===== src/rtl/crse_pkg.sv =====
// ----------------------------------------------------------------------------
// Catmull-Rom spline evaluator package
// Widths, constants and pipeline payload types shared by all modules.
// ----------------------------------------------------------------------------
`default_nettype none

package crse_pkg;

    localparam int COORD_W     = 32;
    localparam int T_FRAC      = 16;
    localparam int T_W         = T_FRAC + 1;
    localparam int ACC_W       = COORD_W + 8;
    localparam int PROD_W      = ACC_W + T_W;
    localparam int IN_TDATA_W  = ((4 * COORD_W + T_W + 7) / 8) * 8;
    localparam int OUT_TDATA_W = COORD_W;
    localparam int OUT_TUSER_W = 1;

    localparam logic [T_W-1:0]    T_ONE    = {1'b1, {T_FRAC{1'b0}}};
    localparam logic [PROD_W-1:0] RND_HALF = PROD_W'(1) << (T_FRAC - 1);

    typedef struct packed {
        logic signed [COORD_W-1:0] point_before;
        logic signed [COORD_W-1:0] point_start;
        logic signed [COORD_W-1:0] point_end;
        logic signed [COORD_W-1:0] point_after;
        logic        [T_W-1:0]     param_t;
    } t_point_set;

    typedef struct packed {
        logic signed [ACC_W-1:0] acc;
        logic signed [ACC_W-1:0] add0;
        logic signed [ACC_W-1:0] add1;
        logic signed [ACC_W-1:0] add2;
        logic        [T_W-1:0]   t;
    } t_work;

endpackage

`default_nettype wire


===== src/rtl/crse_out.sv =====
// ----------------------------------------------------------------------------
// Catmull-Rom output stage
// Halves the doubled result with rounding away from zero, saturates it to
// the coordinate range and holds it in the output register.
// ----------------------------------------------------------------------------
`default_nettype none

module crse_out (
    input  wire                          i_clk,
    input  wire                          i_rst_n,
    input  wire                          i_valid,
    output logic                         o_ready,
    input  wire crse_pkg::t_work         i_work,
    output logic                         o_valid,
    input  wire                          i_ready,
    output logic [crse_pkg::COORD_W-1:0] o_value,
    output logic                         o_sat
);
    import crse_pkg::*;

    localparam int NSTG = 2;
    localparam int YW   = ACC_W - 1;

    localparam logic signed [YW-1:0]      Y_MAX = YW'({1'b0, {(COORD_W-1){1'b1}}});
    localparam logic signed [YW-1:0]      Y_MIN = -Y_MAX - 1;
    localparam logic        [COORD_W-1:0] C_MAX = {1'b0, {(COORD_W-1){1'b1}}};
    localparam logic        [COORD_W-1:0] C_MIN = {1'b1, {(COORD_W-1){1'b0}}};

    logic [NSTG-1:0] r_vld;
    logic [NSTG:0]   w_adv;

    logic signed [YW-1:0]    r_y;
    logic [COORD_W-1:0]      r_value;
    logic                    r_sat;

    logic signed [ACC_W-1:0] n_inc;
    logic [COORD_W-1:0]      n_value;
    logic                    n_sat;

    always_comb begin
        w_adv[NSTG] = i_ready;
        for (int k = NSTG - 1; k >= 0; k--) begin
            w_adv[k] = ~r_vld[k] | w_adv[k+1];
        end
    end

    assign o_ready = w_adv[0];
    assign o_valid = r_vld[NSTG-1];
    assign o_value = r_value;
    assign o_sat   = r_sat;

    always_comb begin
        n_inc = i_work.acc + $signed({{(ACC_W-1){1'b0}}, ~i_work.acc[ACC_W-1]});
        if (r_y > Y_MAX) begin
            n_value = C_MAX;
            n_sat   = 1'b1;
        end else if (r_y < Y_MIN) begin
            n_value = C_MIN;
            n_sat   = 1'b1;
        end else begin
            n_value = r_y[COORD_W-1:0];
            n_sat   = 1'b0;
        end
    end

    always_ff @(posedge i_clk) begin
        if (!i_rst_n) begin
            r_vld <= '0;
        end else begin
            if (w_adv[0]) r_vld[0] <= i_valid;
            if (w_adv[1]) r_vld[1] <= r_vld[0];
        end
    end

    always_ff @(posedge i_clk) begin
        if (w_adv[0]) begin
            r_y <= n_inc[ACC_W-1:1];
        end
        if (w_adv[1]) begin
            r_value <= n_value;
            r_sat   <= n_sat;
        end
    end

endmodule

`default_nettype wire


===== config.mk =====
export PLATFORM = sky130hd
export DESIGN_NAME = crse_out
export DESIGN_NICKNAME = d
export VERILOG_FILES = /design/src/rtl/crse_pkg.sv /design/src/rtl/crse_out.sv
export SDC_FILE = /design/constraint.sdc
export NUM_CORES = 1
export LEC_CHECK = 0
export ABC_AREA = 1
export BUFFER_PORTS_ARGS = -buffer_cell sky130_fd_sc_hd__buf_4
export CAP_MARGIN = 30
export CORE_UTILIZATION = 40
export CTS_CLUSTER_DIAMETER = 60
export DETAILED_ROUTE_END_ITERATION = 8
export PLACE_DENSITY = 0.81
export SLEW_MARGIN = 20
export SYNTH_ARGS = -nofsm -noshare
export SYNTH_HDL_FRONTEND = slang
export SYNTH_SLANG_ARGS = --single-unit

===== constraint.sdc =====
create_clock -name i_clk -period 2.7 [get_ports i_clk]
set_clock_uncertainty 0.05 [all_clocks]
set_input_delay 0.135 -clock i_clk [delete_from_list [all_inputs] [get_ports i_clk]]
set_output_delay 0.135 -clock i_clk [all_outputs]
set_load 0.02 [all_outputs]

# After elaboration in Yosys (flattened, before gate mapping)
# Index checks and enable logic that the tools add are counted.
# word_totals
reg_bits,74
out_inout_bits,35
word_cells,15
# op_classes
n_addsub,1
n_lt_le_gt_ge,2
n_mux,2
n_bitwise,5
# ops
op,n
40-bit by 2-bit adder with 40-bit output,1
"39-bit by 32-bit greater-than comparator with 1-bit output, second input constant",1
"39-bit by 32-bit less-than comparator with 1-bit output, second input constant",1
32-bit two-way mux,1
1-bit inverter,3
1-bit OR,2
1-bit two-way mux,1

# Longest topological paths before layout
# depth
word_depth,3
depth_mapped,10
ltp_nobuf,9

# Worst setup path before layout
# Ideal clock, no wire load.
# synth_path
kind,reg-to-reg
startpoint,register r_vld[1]
endpoint,register r_y[0] (enable)
setup_ns,0.689
t_arrival_ns,1.547
t_required_ns,1.961
slack_ns,0.414
stages_incl_launch_ff,2
n_path_buf,0
path_cell_list,dfxtp_1 -> nand3_1
# synth_between
elab_chain_cells,3
# synth_rtl
element,line_no,rtl
from (decl),crse_out.sv:29,logic [NSTG-1:0] r_vld;
from (signal assigned),crse_out.sv:71,if (w_adv[1]) r_vld[1] <= r_vld[0];
1-bit inverter,crse_out.sv:43,w_adv[k] = ~r_vld[k] | w_adv[k+1];
1-bit OR (2 in series),crse_out.sv:43,
named net o_ready,crse_out.sv:12,"output logic o_ready,"
to (signal assigned),crse_out.sv:77,r_y <= n_inc[ACC_W-1:1];
to (decl),crse_out.sv:32,logic signed [YW-1:0] r_y;
# The timed path passes the listed nets, and every way through them passes these cells.
# A chain may end at the register's enable or synchronous reset.

# Final worst setup path
# layout_path
startpoint,register r_y[33]
endpoint,"register r_value[10], in the netlist o_value[10], data pin"
# layout_between
elab_chain_cells,2
elab_cells_between_ends,3
# layout_rtl
element,line_no,rtl
39-bit by 32-bit less-than comparator with 1-bit output,crse_out.sv:57,end else if (r_y < Y_MIN) begin
32-bit two-way mux,crse_out.sv:57,
to (signal assigned),crse_out.sv:80,r_value <= n_value;
to (decl),crse_out.sv:33,logic [COORD_W-1:0] r_value;
# Parallel ways exist; a longest one is shown, timed or not.

==> results.md <==
* Share of the synthesized area in the top cell type at 57.49%
* Ranking of synthesized cells by area: edfxtp_1, nand2_1, nor2_1
* RSZ-0062 raised after global routing: no
* M2 GR Usage at 33.41%
* Slowest cell on crit path: a31o_2
* Placement Rows at 35
* Crit path kind: register to register
* I/O pin count at 216
* R2R cell count at 3
* Clock transition at path regs at 80 ps
* Die width at 98.97 um
* Mapped Area at approximately 3800 um2
* Final slew viol count at 0
* Total wire length at 8894 um
* Placement Setup Slack at 708.7 ps
* Antenna Violating Nets Remaining at 0
* Initial Util at 41.09%
* Status: finished clean
* Max_slew headroom at 57.36%
* Hold_buf cts at 2
* Grt ovf at 0
* Worst r2r src: r_y[33]
* CP Capture Type: register
* Initial DRT Pass Iterations at 5
* CORE AREA at 9153 um2
* Vert. Die Dim at 98.97 um
* Setup crit start kind: register
* TritonCTS buffer count at 9
* Register area share after synthesis at 58.55%
* Worst-path fanout max at 32
* Clock latency on the worst-skew pair at about 350 ps
* Max frequency at 578.5 MHz
* Gr usage total at 18.98%
* GRT busiest layer: met2
* # diodes at 0
* Cells after Synth at 412
* Ys Warns at 0
* Die Area at 9794 um2
* Cell Pwr Density at 585.0 nW/um2
* Crit path time final at 1729 ps
* Reg-to-reg setup timing slack at 970 ps
* CTS tree: yes
* Slew @ Worst Pin at 639.6 ps
* # nets final at 680
* Root Buffer: clkbuf_8
* Syn Nets at 594
* Worst Hold Launch: i_work[174]
* Worst hold path class: input pin to register
* Met1 GRT Util at 22.27%
* Avg Cell Area, Syn at 9.129 um2
* Setup violators final at 0
* Iter 0 DRT Violations at 211
* Worst hold endpoint: r_y[36]
* Reg2Reg Capture Point: o_value[10]
* Count leader, synth: nand2_1
* Hold path cells at 3
* Yosys reg bits at 74
* Worst vdd ir at between 200 and 300 uV
* Max_cap viols at 0
* Initial antenna violation count at 0
* First-pass GRT wire length at 13980 um
* Async set-or-reset flop fraction in the synthesized netlist at 0%
* Critical Path RT at 2720 ps
* Slack of the critical path at roughly 970 ps
* Port bufs at 78
* Leak at roughly 2.0 nW
* Share of cells above drive strength 1 at 23.06%
* Postcts setup bufs at 0
* Max clock buf depth at 2
* Dominant cell type by area after synthesis: edfxtp_1
* Hpwl dp at between 6000 and 7000 um
* EDFF count, synth at 72
* Pin count of the biggest net entering global routing at 42
* Final Wtd Congestion at 0.9932
* DRC viols at 0
* WP data arrival at 1750 ps
* GR Util met3 at 3.546%
* Worst-path cell chain: nor3_1 > a31o_2 > nand2_1
* Clock Sinks at 74
* Area Growth Syn to Fin at 26.18%
* Routed wire per std cell at 14.49 um
* Resized cells post-CTS at 0
* H-tree level count at 3
* Final period utilization at 64.03%
* Final hold vios at 0
* Vias in the first global route at around 2.9k
* Commonest cells post-synth: nand2_1, edfxtp_1, nor2_1
* CP max stage delay at 610 ps
* Cell variety after synth at 24
* DR vias/cell at between 4 and 5
* Most used flip-flop cell after synthesis: edfxtp_1
* Final TNS setup at 0 ps
* Routed via count at 3037
## cell families after synthesis
kind of cell | synth area share, %
DFF | 58.55
and+or+nand+nor | 28.98
AOI/OAI and AO/OA | 0.7649
xor gates and xnor gates | 6.986
buffers and inverters | 4.391
adders and majority gates | 0.3326
## critical path, delay by kind of cell (launching register included)
| family | cells | cell delay, ps |
|---|---|---|
| DFF | 1 | 400 |
| and+or+nand+nor | 2 | 370 |
| AOI/OAI and AO/OA | 1 | 610 |
## how the worst max path moves through the flow
stage / start / to / slack [ps] / depth (start not counted)
2_1_floorplan: r_vld[1] / r_y[0] / 410 / 1
3_3_place_gp: i_work[176] / r_y[31] / 720 / 9
3_5_place_dp: i_work[176] / r_y[31] / 710 / 9
4_1_cts: r_y[36] / o_sat / 950 / 4
5_1_grt: r_y[36] / o_sat / 850 / 4
6_report: r_y[33] / o_value[10] / 970 / 3
## routing by layer
layer / vias up / routed length (um)
li1: 1487 / -
met1: 1399 / 3583
met2: 131 / 4494
met3: 20 / 533
met4: 0 / 282
met5: - / 0
## state kept, by name, summed over array words and instances (netlist names)
signal,cells
o_sat,1
r_y,39
o_value,32
r_vld,2
## cells in the final DEF (no fill, tap or decap), types with 3 or more instances in the layout
cell       count
nand3_1        9
nand2_1      163
clkbuf_8       9
edfxtp_1      72
inv_1         33
nand2_2        4
nor2_2         9
xor2_1        24
nand3b_1       3
buf_4         81
nand4_1        6
bufinv_16      3
nor2_1        62
xnor2_1        6
## report_power, final
group          total, mW  leakage, nW  internal [mW]  switching, mW
clock               1.06        0.122          0.623          0.435
sequential          1.38        0.756           1.35         0.0272
combinational      0.343         1.12          0.141          0.202
## through the flow
step	util [%]	power, mW	area (um2)	std cells	hold slack (ps)
4_1_cts	51.85	2.795	4746	614	5.100
3_3_place_gp	48.90	1.732	4476	596	332.3
3_5_place_dp	48.90	1.740	4476	596	345.0
2_1_floorplan	-	1.568	3761	412	215.5
6_report	51.85	2.776	4746	614	23.10
5_1_grt	51.85	2.872	4746	614	30.51
## area by class of cell
class / instances / area (um2)
Clock buffer: 9 / 123.9
Clock inverter: 7 / 126.4
Fill cell: 810 / 4407
Inverter: 33 / 123.9
Multi-Input combinational cell: 297 / 1403
Sequential cell: 74 / 2202
Tap cell: 111 / 138.9
Timing Repair Buffer: 83 / 628.1
(Power assumes the default switching activity.)
