--- src/rtl/crse_pkg.sv ---
// ----------------------------------------------------------------------------
// Catmull-Rom spline evaluator package
// Widths, constants and pipeline payload types shared by all modules.
// ----------------------------------------------------------------------------
`default_nettype none

package crse_pkg;

    localparam int COORD_W     = 32;
    localparam int T_FRAC      = 16;
    localparam int T_W         = T_FRAC + 1;
    localparam int ACC_W       = COORD_W + 8;
    localparam int PROD_W      = ACC_W + T_W;
    localparam int IN_TDATA_W  = ((4 * COORD_W + T_W + 7) / 8) * 8;
    localparam int OUT_TDATA_W = COORD_W;
    localparam int OUT_TUSER_W = 1;

    localparam logic [T_W-1:0]    T_ONE    = {1'b1, {T_FRAC{1'b0}}};
    localparam logic [PROD_W-1:0] RND_HALF = PROD_W'(1) << (T_FRAC - 1);

    typedef struct packed {
        logic signed [COORD_W-1:0] point_before;
        logic signed [COORD_W-1:0] point_start;
        logic signed [COORD_W-1:0] point_end;
        logic signed [COORD_W-1:0] point_after;
        logic        [T_W-1:0]     param_t;
    } t_point_set;

    typedef struct packed {
        logic signed [ACC_W-1:0] acc;
        logic signed [ACC_W-1:0] add0;
        logic signed [ACC_W-1:0] add1;
        logic signed [ACC_W-1:0] add2;
        logic        [T_W-1:0]   t;
    } t_work;

endpackage

`default_nettype wire

--- src/rtl/crse_horner.sv ---
// ----------------------------------------------------------------------------
// Catmull-Rom Horner step
// One multiply-round-add step of the cubic, in four pipeline stages:
// magnitude, multiply, round, signed accumulate.
// ----------------------------------------------------------------------------
`default_nettype none

module crse_horner (
    input  wire                  i_clk,
    input  wire                  i_rst_n,
    input  wire                  i_valid,
    output logic                 o_ready,
    input  wire crse_pkg::t_work i_work,
    output logic                 o_valid,
    input  wire                  i_ready,
    output crse_pkg::t_work      o_work
);
    import crse_pkg::*;

    localparam int NSTG = 4;

    logic [NSTG-1:0] r_vld;
    logic [NSTG:0]   w_adv;

    logic              r_sign0, r_sign1, r_sign2;
    logic [ACC_W-1:0]  r_mag;
    logic [PROD_W-1:0] r_prod;
    logic [ACC_W-1:0]  r_q;
    t_work             r_w0, r_w1, r_w2, r_w3;

    logic [ACC_W-1:0]  n_mag;
    logic [PROD_W-1:0] n_prod;
    logic [PROD_W-1:0] n_rsum;
    t_work             n_w3;

    always_comb begin
        w_adv[NSTG] = i_ready;
        for (int k = NSTG - 1; k >= 0; k--) begin
            w_adv[k] = ~r_vld[k] | w_adv[k+1];
        end
    end

    assign o_ready = w_adv[0];
    assign o_valid = r_vld[NSTG-1];
    assign o_work  = r_w3;

    always_comb begin
        n_mag  = i_work.acc[ACC_W-1] ? ACC_W'(-i_work.acc) : ACC_W'(i_work.acc);
        n_prod = r_mag * r_w0.t;
        n_rsum = r_prod + RND_HALF;
    end

    always_comb begin
        n_w3      = r_w2;
        n_w3.acc  = r_sign2 ? (r_w2.add0 - $signed(r_q)) : (r_w2.add0 + $signed(r_q));
        n_w3.add0 = r_w2.add1;
        n_w3.add1 = r_w2.add2;
    end

    always_ff @(posedge i_clk) begin
        if (!i_rst_n) begin
            r_vld <= '0;
        end else begin
            if (w_adv[0]) r_vld[0] <= i_valid;
            if (w_adv[1]) r_vld[1] <= r_vld[0];
            if (w_adv[2]) r_vld[2] <= r_vld[1];
            if (w_adv[3]) r_vld[3] <= r_vld[2];
        end
    end

    always_ff @(posedge i_clk) begin
        if (w_adv[0]) begin
            r_sign0 <= i_work.acc[ACC_W-1];
            r_mag   <= n_mag;
            r_w0    <= i_work;
        end
        if (w_adv[1]) begin
            r_sign1 <= r_sign0;
            r_prod  <= n_prod;
            r_w1    <= r_w0;
        end
        if (w_adv[2]) begin
            r_sign2 <= r_sign1;
            r_q     <= n_rsum[T_FRAC +: ACC_W];
            r_w2    <= r_w1;
        end
        if (w_adv[3]) begin
            r_w3 <= n_w3;
        end
    end

endmodule

`default_nettype wire

--- config.mk ---
export PLATFORM = sky130hd
export DESIGN_NAME = crse_horner
export DESIGN_NICKNAME = d
export VERILOG_FILES = /design/src/rtl/crse_pkg.sv /design/src/rtl/crse_horner.sv
export SDC_FILE = /design/constraint.sdc
export NUM_CORES = 2
export LEC_CHECK = 0
export ABC_AREA = 1
export BUFFER_PORTS_ARGS = -buffer_cell sky130_fd_sc_hd__buf_4
export CORE_MARGIN = 2
export CORE_UTILIZATION = 60
export CTS_BUF_LIST = sky130_fd_sc_hd__clkbuf_4 sky130_fd_sc_hd__clkbuf_8
export DETAILED_ROUTE_END_ITERATION = 7
export MAX_ROUTING_LAYER = met4
export PLACE_DENSITY = 0.79
export SLEW_MARGIN = 20
export SYNTH_ARGS = -nofsm -noshare
export SYNTH_HDL_FRONTEND = slang
export SYNTH_SLANG_ARGS = --single-unit
--- constraint.sdc ---
create_clock -name i_clk -period 27.8 [get_ports i_clk]
set_clock_uncertainty 0.1 [all_clocks]
set_input_delay 4.17 -clock i_clk [delete_from_list [all_inputs] [get_ports i_clk]]
set_output_delay 4.17 -clock i_clk [all_outputs]
set_load 0.01 [all_outputs]
; ---- Word-level counts from Yosys, hierarchy flattened
; Cells that the tools add are included.
[op_classes]
n_addsub = 4
mul = 1
div_mod_pow = 0
n_lt_le_gt_ge = 0
n_eq_ne = 0
n_shift = 0
n_mux = 2
bitwise_logic = 8
reduce_logical = 0
[ops]
columns = op, count
row1 = "adder 56 x 16 -> 56 bit, second input constant", 1
row2 = multiplier 40 x 17 -> 56 bit, 1
row3 = adder 40 bit, 1
row4 = 2-to-1 mux 40 bit, 1
row5 = negation 40 bit, 1
row6 = subtractor 40 bit, 1
row7 = 2-to-1 mux 39 bit, 1
row8 = inverter 1 bit, 4
row9 = bitwise OR 1 bit, 4
[word_totals]
reg_bits = 691
latch_bits = 0
ram_bits = 0
mem_bits_ro = 0
in_bits = 181
out_inout_bits = 179
word_cells = 42
n_memories = 0

; ---- Longest topological paths before layout
[logic_depth]
word_depth = 5
ltp_mapped = 29
depth_no_buf = 27

; ---- Least setup slack after synthesis
; OpenSTA, ideal clock, no wires.
[synth_timing]
path_type = input port to output port
start = input i_ready
end = output o_ready
t_arrival_ns = 14.772
setup_slack_ns = 8.758
stages = 6
n_path_buf = 0
cell_sequence = nor2_1 inv_1 nor2_1 inv_1 nor2_1 nand2_1
[synth_between]
elab_chain_cells = 4
[synth_lines]
columns = item, line
row1 = start: declaration, crse_horner.sv:15  ; input wire i_ready,
row2 = bitwise OR 1 bit, crse_horner.sv:39  ; w_adv[k] = ~r_vld[k] | w_adv[k+1];
row3 = named net w_adv[3], crse_horner.sv:23  ; logic [NSTG:0] w_adv;
row4 = bitwise OR 1 bit, crse_horner.sv:39
row5 = named net w_adv[2], crse_horner.sv:23
row6 = bitwise OR 1 bit (2 in a row), crse_horner.sv:39
row7 = end: declaration, crse_horner.sv:12  ; output logic o_ready,
; The timed path passes the listed nets, and every way through them passes these cells.

; ---- Worst setup path after layout
; Same ends and word-level chain as after synthesis.

==> run metrics <==
Clock transition at path regs=0.06 ns; # rows=104; port bufs=359; max_slew headroom=0.3665; dpl hpwl=90650 um; die width=289.8 um; fraction of layout cells with a size suffix above 1=0.1093; CP endpoint kind=primary output; CP delay by family, top=buffers and inverters; GR Util All Layers=0.3060; Root Buffer Master=clkbuf_8; final setup fails=0; DR pass1 iterations=8; hold_buf cts=0; final WL=120100 um; YS warnings=0; crit path kind=in -> out; number of synthesized register bits=676; register area share after synthesis=0.4134; Final Cell Area=54450 um^2; Area after DPL=52360 um^2; PostCTS Resize Cnt=0; DRT antenna net count=0; GP Congestion=0.9724; Final nets=6189; initial antenna violation count=5; Unique masters post-synth=43; Crit path buffers/inverters=4; vias in the first global route=36080; commonest non-fill, non-tap cells in the layout=nand2_1, inv_1, edfxtp_1, fa_1, buf_4; Die Ht=289.8 um; fmax=91.99 MHz; met2 usage in global routing=0.5148; Period minus WS final=10.87 ns; Setup TNS=0 ns; worst-path maximum fanout=85; clk sinks=676; CP arrival=6.60 ns; Starting Density=0.6074; Post-Syn Area per Cell=9.842 um^2; cell type with the largest total area after synthesis=edfxtp_1; crit share post-route=0.3910; commonest non-fill, non-tap cell in the layout=nand2_1; Area Overhead vs Synth=11.11%; Core Region=80680 um^2; GR peak layer=met2; H-tree depth=3; I/O pin count=360; met1 usage=0.3751; vias per cell=5.347; first-pass GRT wire length=190900 um; CP Data Required Time=23.53 ns; crit path from=i_ready; CTS Buffer Depth=3; Syn Inst Count=4979; postcts setup bufs=0; CTS buffer count=103; Worst path most repeated cell=nor2_1; MaxCap Viol Count=0; Synth area leaders=edfxtp_1, fa_1, nand2_1; Clk Latency, worst-skew pair=0.75 ns; max-slew violation count=0; area share of the largest cell type after synthesis=0.4118; status=completed; CTS tree=done; Cell Area, Synth=49000 um^2; Layout Utilization=0.6749; Remaining DRCs=0; DIE AREA=83980 um^2; worst-margin pin slew=0.9503 ns; CP max stage cell=inv_6; DRT iter0 DRCs=2647; largest net degree at the start of global routing=97; Worst R2R Start=r_mag[15]$_DFFE_PP_; hold path startpoint=n_w3[115]$_DFFE_PP_; RSZ-0062 raised after global routing=false; CP cell instances=buf_4 > nor2_1 > inv_6 > nor2_1 > inv_6 > nor2_1 > nand2_4 > buf_4; DR WL/cell=18.71 um; met3 Use GR=0.05000; Hold Path Class=reg -> reg; max incr delay on CP=0.57 ns; gr ovfl total=0; Critical Path Source Type=input port; syn nets=5894; Vias=34320; final hold viol count=0
stage by stage:
step           cells  setup slack, ns  hold slack [ns]
2_1_floorplan   4979            8.758           0.3003
3_3_place_gp    6229            16.96           0.3001
3_5_place_dp    6229            16.88           0.3045
4_1_cts         6413            16.88           0.2402
5_1_grt         6418            16.70           0.2346
6_report        6419            16.93           0.2387
sequential cells by signal, indices dropped and copies added, names as in the netlist:
name	count
r_prod	41
n_w3	97
o_work	137
r_w2	40
r_sign2	1
r_w0	137
r_sign1	1
r_w1	137
r_mag	40
r_vld	4
r_q	40
r_sign0	1
final timing paths:
path | end | slack (ns) | depth (start not counted)
hold reg to reg | o_work[115]$_DFFE_PP_ | 0.24 | 0
setup / recovery | o_ready | 16.93 | 8
setup reg to reg | r_prod[31]$_DFFE_PP_ | 21.00 | 21
hold / removal | o_work[115]$_DFFE_PP_ | 0.24 | 0
routing by layer:
| metal | vias up | routed length, um |
|---|---|---|
| met5 | - | 0 |
| li1 | 15710 | - |
| met3 | 325 | 9739 |
| met4 | 0 | 3992 |
| met1 | 16710 | 46090 |
| met2 | 1584 | 60310 |
synth_stat cells:
| library cell | instances |
|---|---|
| fa_1 | 567 |
| o21bai_1 | 12 |
| nand2_2 | 5 |
| nand2_1 | 1255 |
| clkbuf_1 | 152 |
| or2_2 | 3 |
| nor2_1 | 276 |
| nor4_1 | 8 |
| a21oi_1 | 128 |
| nand3b_1 | 5 |
| nand4_1 | 48 |
| a21o_1 | 6 |
| and3_1 | 1 |
| clkinv_1 | 2 |
| o21ai_0 | 81 |
| edfxtp_1 | 672 |
| a31oi_1 | 2 |
| o211ai_1 | 4 |
| o21a_1 | 8 |
| nor3_2 | 1 |
| buf_1 | 3 |
| nor3_1 | 43 |
| nor3b_1 | 2 |
| nor2_4 | 7 |
| o21ai_2 | 2 |
| xor2_1 | 119 |
| nor2_8 | 1 |
| dfxtp_1 | 4 |
| inv_1 | 1168 |
| o311ai_0 | 1 |
| xnor2_1 | 34 |
| a21boi_0 | 5 |
| o31ai_1 | 1 |
| nor3_4 | 2 |
| nor2_2 | 6 |
| and2_1 | 3 |
| buf_4 | 40 |
| nor2b_2 | 1 |
| nand3_2 | 4 |
| o41ai_1 | 1 |
| nand3_1 | 127 |
| nand2_4 | 2 |
| ha_1 | 167 |
cell families after synthesis:
group           Yosys count  share of synthesized area
compound gates          251                    0.02783
xor+xnor                153                    0.02735
fa+ha+maj               734                     0.2743
buf+inv                1365                     0.1076
flops                   676                     0.4134
simple gates           1800                     0.1495
area by class of cell:
cell class / instances / area (um^2)
Fill cell: 6119 / 26230
Multi-Input combinational cell: 2938 / 23480
Sequential cell: 676 / 20260
Inverter: 1170 / 4407
Timing Repair Buffer: 385 / 2894
Clock buffer: 139 / 1688
Tap cell: 1060 / 1326
Clock inverter: 45 / 380.4
Antenna cell: 6 / 15.01
worst register-to-register path, stage by stage (launching register included):
cell	delay, ns
edfxtp_1	0.93
nand2_1	0.19
fa_1	0.56
inv_1	0.05
fa_1	0.52
inv_1	0.05
fa_1	0.49
inv_1	0.05
fa_1	0.47
fa_1	0.56
inv_1	0.06
fa_1	0.53
inv_1	0.04
ha_1	0.35
a21oi_1	0.26
o21ai_0	0.17
a21oi_1	0.35
nand3_1	0.33
nand2_1	0.17
inv_1	0.05
o21bai_1	0.12
nand2_1	0.07
Power is left out: the tool's default activity adds up to more than one toggle a clock period on the data nets, which glitch-free logic cannot reach.
